### config.mk
export PLATFORM = sky130hd
export DESIGN_NAME = array_sorter
export DESIGN_NICKNAME = d
export VERILOG_FILES = /design/src/rtl/core/asort_pkg.sv /design/src/rtl/core/asort_front.sv /design/src/rtl/core/asort_queue.sv /design/src/rtl/core/asort_back.sv /design/src/rtl/core/array_sorter.sv
export SDC_FILE = /design/constraint.sdc
export NUM_CORES = 2
export LEC_CHECK = 0
export BUFFER_PORTS_ARGS = -buffer_cell sky130_fd_sc_hd__clkbuf_2
export CELL_PAD_IN_SITES_DETAIL_PLACEMENT = 0
export CELL_PAD_IN_SITES_GLOBAL_PLACEMENT = 1
export CORE_UTILIZATION = 50
export CTS_BUF_LIST = sky130_fd_sc_hd__clkbuf_16
export CTS_CLUSTER_DIAMETER = 120
export DETAILED_ROUTE_END_ITERATION = 8
export PLACE_DENSITY = 0.77
export SETUP_SLACK_MARGIN = 0.2
export SLEW_MARGIN = 20
export SYNTH_ARGS = -nofsm -noshare
export SYNTH_HDL_FRONTEND = slang
export SYNTH_SLANG_ARGS = --single-unit
### constraint.sdc
create_clock -name i_clk -period 7.43 [get_ports i_clk]
set_input_delay 0.3715 -clock i_clk [delete_from_list [all_inputs] [get_ports i_clk]]
set_output_delay 0.3715 -clock i_clk [all_outputs]
set_load 0.01 [all_outputs]
### src/rtl/core/asort_pkg.sv
// Shared types and constants for the array sorter.
package asort_pkg;

    localparam int DEPTH     = 16;
    localparam int CNT_W     = $clog2(DEPTH + 1);
    localparam int Q_DEPTH   = 4;
    localparam int Q_PTR_W   = $clog2(Q_DEPTH);
    localparam int Q_CNT_W   = Q_PTR_W + 1;

    typedef struct packed {
        logic signed [31:0] value;
        logic               last_in;
    } t_in_word;

    typedef struct packed {
        logic signed [31:0] sorted_value;
        logic               last_out;
        logic               overflow;
    } t_out_word;

    // Classified word handed from front to back.
    typedef struct packed {
        logic signed [31:0] value;
        logic               last;
        logic               store;
        logic               ovf;
    } t_task_word;

    typedef enum logic {
        BK_LOAD,
        BK_DRAIN
    } t_back_state;

endpackage

### src/rtl/core/asort_front.sv
// Front end: accepts input words, tracks set fill and classifies store/drop.
module asort_front
    import asort_pkg::*;
(
    input  logic       i_clk,
    input  logic       i_rst_n,
    input  logic       i_push,
    input  t_in_word   i_word,
    input  logic       i_q_full,
    output logic       o_full,
    output logic       o_q_push,
    output t_task_word o_q_word
);

    logic [CNT_W-1:0] r_count, n_count;
    logic             r_drop, n_drop;
    logic             accept;
    logic             store;

    assign accept = i_push & ~i_q_full;
    assign store  = (r_count != CNT_W'(DEPTH));
    assign o_full = i_q_full;

    // Dropped non-last words never reach the queue.
    assign o_q_push       = accept & (store | i_word.last_in);
    assign o_q_word.value = i_word.value;
    assign o_q_word.last  = i_word.last_in;
    assign o_q_word.store = store;
    assign o_q_word.ovf   = r_drop | ~store;

    always_comb begin
        n_count = r_count;
        n_drop  = r_drop;
        if (accept) begin
            if (i_word.last_in) begin
                n_count = '0;
                n_drop  = 1'b0;
            end else if (store) begin
                n_count = r_count + CNT_W'(1);
            end else begin
                n_drop = 1'b1;
            end
        end
    end

    always_ff @(posedge i_clk) begin
        if (!i_rst_n) begin
            r_count <= '0;
            r_drop  <= 1'b0;
        end else begin
            r_count <= n_count;
            r_drop  <= n_drop;
        end
    end

endmodule

### src/rtl/core/asort_queue.sv
// Short word queue between front and back.
module asort_queue
    import asort_pkg::*;
(
    input  logic       i_clk,
    input  logic       i_rst_n,
    input  logic       i_push,
    input  t_task_word i_word,
    input  logic       i_pop,
    output logic       o_full,
    output logic       o_empty,
    output t_task_word o_word
);

    t_task_word         r_slot [Q_DEPTH];
    logic [Q_PTR_W-1:0] r_wr_ptr, r_rd_ptr;
    logic [Q_CNT_W-1:0] r_cnt;
    logic               do_push, do_pop;

    assign o_full  = (r_cnt == Q_CNT_W'(Q_DEPTH));
    assign o_empty = (r_cnt == '0);
    assign o_word  = r_slot[r_rd_ptr];
    assign do_push = i_push & ~o_full;
    assign do_pop  = i_pop & ~o_empty;

    always_ff @(posedge i_clk) begin
        if (do_push) begin
            r_slot[r_wr_ptr] <= i_word;
        end
    end

    always_ff @(posedge i_clk) begin
        if (!i_rst_n) begin
            r_wr_ptr <= '0;
            r_rd_ptr <= '0;
            r_cnt    <= '0;
        end else begin
            if (do_push) r_wr_ptr <= r_wr_ptr + Q_PTR_W'(1);
            if (do_pop)  r_rd_ptr <= r_rd_ptr + Q_PTR_W'(1);
            case ({do_push, do_pop})
                2'b10:   r_cnt <= r_cnt + Q_CNT_W'(1);
                2'b01:   r_cnt <= r_cnt - Q_CNT_W'(1);
                default: r_cnt <= r_cnt;
            endcase
        end
    end

endmodule

### src/rtl/core/asort_back.sv
// Back end: insertion chain that sorts the set, then drains it in order.
module asort_back
    import asort_pkg::*;
(
    input  logic       i_clk,
    input  logic       i_rst_n,
    input  logic       i_q_empty,
    input  t_task_word i_q_word,
    output logic       o_q_pop,
    input  logic       i_pop,
    output logic       o_empty,
    output t_out_word  o_word
);

    t_back_state        r_state, n_state;
    logic signed [31:0] r_cell [DEPTH];
    logic signed [31:0] n_cell [DEPTH];
    logic [CNT_W-1:0]   r_fill, n_fill;
    logic               r_ovf;
    logic               r_out_valid;
    t_out_word          r_out;
    logic               out_free;
    logic               take;
    logic               drain_go;
    logic [DEPTH-1:0]   le;

    assign out_free = ~r_out_valid | i_pop;
    assign o_empty  = ~r_out_valid;
    assign o_word   = r_out;

    // next state
    always_comb begin
        n_state = r_state;
        case (r_state)
            BK_LOAD: begin
                if (!i_q_empty && i_q_word.last) n_state = BK_DRAIN;
            end
            BK_DRAIN: begin
                if (out_free && r_fill == CNT_W'(1)) n_state = BK_LOAD;
            end
            default: n_state = BK_LOAD;
        endcase
    end

    // outputs
    always_comb begin
        take     = 1'b0;
        drain_go = 1'b0;
        case (r_state)
            BK_LOAD:  take     = ~i_q_empty;
            BK_DRAIN: drain_go = out_free;
            default: ;
        endcase
    end

    assign o_q_pop = take;

    // Cells at or below the new value keep their place; the rest shift up.
    always_comb begin
        for (int i = 0; i < DEPTH; i++) begin
            le[i] = (CNT_W'(i) < r_fill) && (r_cell[i] <= i_q_word.value);
        end
        for (int i = 0; i < DEPTH; i++) begin
            n_cell[i] = r_cell[i];
        end
        n_fill = r_fill;
        if (take && i_q_word.store) begin
            for (int i = 0; i < DEPTH; i++) begin
                if (le[i]) begin
                    n_cell[i] = r_cell[i];
                end else if (i == 0) begin
                    n_cell[i] = i_q_word.value;
                end else if (le[i-1]) begin
                    n_cell[i] = i_q_word.value;
                end else begin
                    n_cell[i] = r_cell[i-1];
                end
            end
            n_fill = r_fill + CNT_W'(1);
        end else if (drain_go) begin
            for (int i = 0; i < DEPTH - 1; i++) begin
                n_cell[i] = r_cell[i+1];
            end
            n_fill = r_fill - CNT_W'(1);
        end
    end

    always_ff @(posedge i_clk) begin
        for (int i = 0; i < DEPTH; i++) begin
            r_cell[i] <= n_cell[i];
        end
        if (drain_go) begin
            r_out.sorted_value <= r_cell[0];
            r_out.last_out     <= (r_fill == CNT_W'(1));
            r_out.overflow     <= r_ovf;
        end
    end

    always_ff @(posedge i_clk) begin
        if (!i_rst_n) begin
            r_state     <= BK_LOAD;
            r_fill      <= '0;
            r_ovf       <= 1'b0;
            r_out_valid <= 1'b0;
        end else begin
            r_state <= n_state;
            r_fill  <= n_fill;
            if (take && i_q_word.last) r_ovf <= i_q_word.ovf;
            if (drain_go) begin
                r_out_valid <= 1'b1;
            end else if (i_pop) begin
                r_out_valid <= 1'b0;
            end
        end
    end

endmodule

### src/rtl/core/array_sorter.sv
// Top level of the array sorter: front end, word queue and sorting back end.
//
// Sorts sets of up to DEPTH (16) signed 32-bit words into ascending order.
// Words enter through a queue-style port (push/full); the word flagged last_in
// closes the set. The front end counts the set and drops any word past DEPTH,
// which marks every result of that set with overflow. Kept words pass through
// a 4-word queue to the back end, an insertion chain that places one word per
// cycle, so while a set loads the block takes one word every cycle. Once the
// closing word is taken the chain drains, smallest first, one result per
// cycle while the output register is free, into that register read through
// empty/pop; the final result carries last_out. A set thus loads its kept
// words one by one, its closing word taking a load step even when dropped,
// then drains them in the back end; a stalled pop holds the drain. During
// the drain the front end keeps taking words for the next set until the
// queue fills. Equal values come out in no defined order. No clearing pass
// after reset.
module array_sorter
    import asort_pkg::*;
(
    input  logic      i_clk,
    input  logic      i_rst_n,
    input  logic      push,
    output logic      full,
    input  t_in_word  i_data,
    output logic      empty,
    input  logic      pop,
    output t_out_word o_data
);

    logic       q_push, q_pop, q_full, q_empty;
    t_task_word q_in_word, q_out_word;

    asort_front u_front (
        .i_clk    (i_clk),
        .i_rst_n  (i_rst_n),
        .i_push   (push),
        .i_word   (i_data),
        .i_q_full (q_full),
        .o_full   (full),
        .o_q_push (q_push),
        .o_q_word (q_in_word)
    );

    asort_queue u_queue (
        .i_clk   (i_clk),
        .i_rst_n (i_rst_n),
        .i_push  (q_push),
        .i_word  (q_in_word),
        .i_pop   (q_pop),
        .o_full  (q_full),
        .o_empty (q_empty),
        .o_word  (q_out_word)
    );

    asort_back u_back (
        .i_clk     (i_clk),
        .i_rst_n   (i_rst_n),
        .i_q_empty (q_empty),
        .i_q_word  (q_out_word),
        .o_q_pop   (q_pop),
        .i_pop     (pop),
        .o_empty   (empty),
        .o_word    (o_data)
    );

endmodule

==> flow_results.xml <==
<?xml version="1.0" encoding="UTF-8"?>
<metrics>
  <group name="cells_and_area">
    <metric name="n_antenna_cell" unit="">0</metric>
    <metric name="total_area_of_multi_input_combinational_cells" unit="mm²">0.0228</metric>
    <metric name="post_route_cells_drive_above_1_share" unit="%">9.04</metric>
    <metric name="area_growth" unit="%">10.2</metric>
    <metric name="finalNetCount" unit="">4724</metric>
    <metric name="nFillCells" unit="">7650</metric>
    <metric name="area.sequential" unit="mm²">0.0211</metric>
  </group>
  <group name="critical_path">
    <metric name="start_kind" unit="">flop</metric>
    <metric name="worstPathCellList" unit="">mux4_2 &gt; inv_1 &gt; buf_4 &gt; ha_1 &gt; nand4_1 &gt; or4_1 &gt; or3_1 &gt; o31ai_1 &gt; o21ba_2 &gt; nor4_4 &gt; buf_4 &gt; mux2i_1 &gt; a21oi_1</metric>
    <metric name="worst_path_dominant_cell_family" unit="">simple AND/OR/NAND/NOR gates</metric>
    <metric name="critPathBufInv" unit="">3</metric>
    <metric name="worst_setup_path_end_kind" unit="">flop</metric>
    <metric name="critical-path-slowest-cell" unit="">dfxtp_1</metric>
    <metric name="critical_path_arrival" unit="ns">6.29</metric>
    <metric name="cp_max_fo" unit="">18</metric>
    <metric name="setup.worst_path.class" unit="">reg -&gt; reg</metric>
    <metric name="cp_common_cell" unit="">buf_4</metric>
    <metric name="setup.reg_to_reg.worst_slack" unit="ns">1.50</metric>
    <metric name="maximum_cell_stage_delay_along_the_critical_path" unit="ns">0.88</metric>
    <metric name="required" unit="ns">7.79</metric>
    <metric name="reg2regPathDepth" unit="">13</metric>
    <metric name="rr_endpoint" unit="">u_back.r_cell[1][141]</metric>
  </group>
  <group name="clocking">
    <metric name="cts-buffers-inserted" unit="">83</metric>
    <metric name="max-clock-path-buffers" unit="">3</metric>
    <metric name="cts_tree" unit="">yes</metric>
    <metric name="post-cts-setup-buffer-count" unit="">0</metric>
    <metric name="clock_tree.root_cell" unit="">clkbuf_16</metric>
    <metric name="ctsHtreeMaxLevel" unit="">3</metric>
    <metric name="cts.reportedPaths.clkPinSlew" unit="ns">0.06</metric>
    <metric name="clkSinkCount" unit="">709</metric>
    <metric name="clkLatencyLatePin" unit="ns">0.66</metric>
    <metric name="cts_hold_buf" unit="">33</metric>
    <metric name="ctsResizeCount" unit="">0</metric>
  </group>
  <group name="sta">
    <metric name="final.setup.tns" unit="ns">0</metric>
    <metric name="rsz_0062_raised_after_global_routing" unit="">no</metric>
    <metric name="finalClockSkew" unit="ns">0.0226</metric>
    <metric name="final-hold-violation-count" unit="">0</metric>
    <metric name="timing.final.crit_period" unit="ns">5.93</metric>
    <metric name="finalMaxSlewViolations" unit="">0</metric>
    <metric name="final_min_period_over_clock_period" unit="%">79.8</metric>
    <metric name="slew_headroom" unit="%">23.9</metric>
    <metric name="timing.fmax" unit="MHz">169</metric>
    <metric name="max_slew.worst_pin.slew" unit="ns">1.13</metric>
    <metric name="setup_violations" unit="">0</metric>
  </group>
  <group name="global_route">
    <metric name="grt.overflow.total" unit="">0</metric>
    <metric name="first_global_vias" unit="">31777</metric>
    <metric name="initial_antenna_violation_count" unit="">0</metric>
    <metric name="grt_pass1_wl" unit="µm">189000</metric>
    <metric name="grt_start_max_net_pins" unit="">223</metric>
    <metric name="grt_util_all_layers" unit="%">26.7</metric>
  </group>
  <group name="synthesis">
    <metric name="synth-seq-area-share" unit="%">46.8</metric>
    <metric name="ys_top_cells_by_area" unit="">edfxtp_1 46%, ha_1 15%, mux2i_1 7.7%</metric>
    <metric name="synth_edf_count" unit="">686</metric>
    <metric name="synth-seq-cells" unit="">709</metric>
    <metric name="synthesis.nets" unit="">4684</metric>
    <metric name="postSynth.topFlopCell" unit="">edfxtp_1</metric>
    <metric name="synthesis.area_per_instance" unit="µm²">10.9</metric>
    <metric name="gate_count_of_the_mapped_netlist" unit="">4124</metric>
    <metric name="post-synth-top-count-cell" unit="">edfxtp_1</metric>
    <metric name="synth.cells.most_frequent" unit="">686 x edfxtp_1, 522 x ha_1, 475 x a21oi_1</metric>
    <metric name="synth_warnings" unit="">0</metric>
    <metric name="mappedNetlistArea" unit="mm²">0.0450</metric>
    <metric name="synthArstFlopShare" unit="%">0</metric>
    <metric name="synth_cell_type_count" unit="">72</metric>
    <metric name="yosys.area.top_type_share" unit="%">45.8</metric>
    <metric name="yosys.area.top_type" unit="">edfxtp_1</metric>
  </group>
  <group name="die">
    <metric name="num_io_pins" unit="">73</metric>
    <metric name="coreArea" unit="mm²">0.0888</metric>
    <metric name="floorplan.rows" unit="">109</metric>
    <metric name="chipWidth" unit="µm">302</metric>
    <metric name="fp.dieH" unit="µm">302</metric>
    <metric name="dieArea" unit="mm²">0.0912</metric>
    <metric name="floorplan.initialDensity" unit="%">50.7</metric>
  </group>
  <group name="detailed_routing">
    <metric name="post-route-drc-count" unit="">6</metric>
    <metric name="routed_wirelength" unit="µm">123000</metric>
    <metric name="initial_detailed_routing_violation_count" unit="">2823</metric>
    <metric name="routed-via-count" unit="">33129</metric>
    <metric name="wl_per_cell" unit="µm">22.7</metric>
    <metric name="post_drt_via_cell_ratio" unit="">6.15</metric>
    <metric name="drt_pass1_iterations" unit="">8</metric>
    <metric name="detail-route-antenna-nets" unit="">0</metric>
  </group>
  <group name="min_path">
    <metric name="timing.hold.worst.start" unit="">pop</metric>
    <metric name="min_delay_path_depth" unit="">3</metric>
    <metric name="hold_path_class" unit="">in -&gt; reg</metric>
    <metric name="whs_endpoint" unit="">u_back.r_out_valid</metric>
  </group>
  <group name="run">
    <metric name="timing.max_cap.violations" unit="">0</metric>
  </group>
  <group name="run_status">
    <metric name="outcome" unit="">finished, violations left</metric>
    <metric name="failed_checks" unit="">DRC</metric>
  </group>
  <group name="place">
    <metric name="place_hpwl" unit="µm">89400</metric>
    <metric name="routabilityCongestion" unit="">0.897</metric>
    <metric name="portBuffers" unit="">72</metric>
  </group>
</metrics>
-- layout make-up --
| cell class | instances | share of cell area [%] |
|---|---|---|
| clock inverters | 63 | 0.687 |
| well taps | 1165 | 2.94 |
| repair buffers | 201 | 2.99 |
| clock buffers | 84 | 4.24 |
| inverters | 80 | 0.606 |
| flip-flops and latches | 709 | 42.5 |
| multi-input cells | 3089 | 46.0 |
-- sequential cells by signal (all words and copies together) (netlist names), named ones only --
name	cells
u_queue.r_slot	140
u_queue.r_rd_ptr	2
u_back.r_out_valid	1
u_queue.r_wr_ptr	2
u_back.r_cell	512
u_back.o_word	34
u_back.r_fill	5
u_back.r_state	1
u_back.r_ovf	1
u_front.r_count	5
u_queue.r_cnt	3
u_front.r_drop	1
-- cell families (layout without fill, tap and decap cells) --
group / count (synthesis) / count (layout) / synth area share, %
multiplexers: 414 / 414 / 10.2
buffers and inverters: 326 / 428 / 2.85
AND/OR/NAND/NOR: 1031 / 1031 / 10.2
flip-flops: 709 / 709 / 46.8
AO/OA/AOI/OAI: 1108 / 1108 / 15.0
XOR/XNOR: 13 / 13 / 0.253
adder cells (fa/ha/maj): 523 / 523 / 14.6
-- placed cells by master (no fill, tap or decap), types with 22 or more instances in the layout --
master	n
o211ai_1	87
nand3_1	72
nand2_1	305
a31oi_1	35
mux2_2	33
edfxtp_1	686
a221oi_1	40
ha_1	522
nor3_1	25
mux2i_1	347
o311ai_0	34
a32oi_1	32
clkbuf_16	84
mux4_2	34
inv_1	105
a21oi_1	472
buf_4	91
clkbuf_2	72
dlygate4sd3_1	33
nor2b_1	23
dfxtp_1	22
a21o_1	58
nor2_1	399
nand4_1	115
o21ai_0	219
-- how the worst max path moves through the flow --
stage	startpoint	endpoint	slack (ns)	cells after the start
after floorplan	flop	u_back.r_cell[1][100]	0.57	13
after global placement	flop	u_back.r_cell[1][136]	1.60	13
after detailed placement	flop	u_back.r_cell[1][141]	1.47	13
after CTS	flop	u_back.r_cell[1][141]	1.42	13
after global routing	flop	u_back.r_cell[1][141]	1.09	13
final	flop	u_back.r_cell[1][141]	1.50	13
-- layer usage --
metal,vias up,routed length [µm],part of all wire [%],global-route usage (%)
li1,16032,-,-,-
met1,15925,56100,46,37.6
met2,997,57000,47,43.6
met3,175,6090,5.0,2.74
met4,0,3320,2.7,7.76
met5,-,0,0,0
-- through the flow --
step	utilization, %	worst slack, ns	cells	instance area [µm²]	hold WS (ns)
floorplan	-	0.567	4124	45000	0.408
CTS	55.8	1.42	5390	49500	0.0423
finish	55.8	1.50	5391	49600	0.0889
global route	55.8	1.09	5391	49600	0.0593
global placement	52.7	1.60	5210	46800	0.413
detailed placement	52.7	1.47	5210	46800	0.427
-- worst reg2reg max path: cells and delay by family (launching register included) --
kind | cells | cell delay, ns
muxes | 2 | 0.85
AOI/OAI and AO/OA | 3 | 0.61
DFF | 1 | 0.88
and+or+nand+nor | 4 | 2.21
adders and majority gates | 1 | 0.42
buffers and inverters | 3 | 0.68
Power is not shown: default switching activity piles up to over one toggle a cycle in this logic, so the estimate is an artifact.
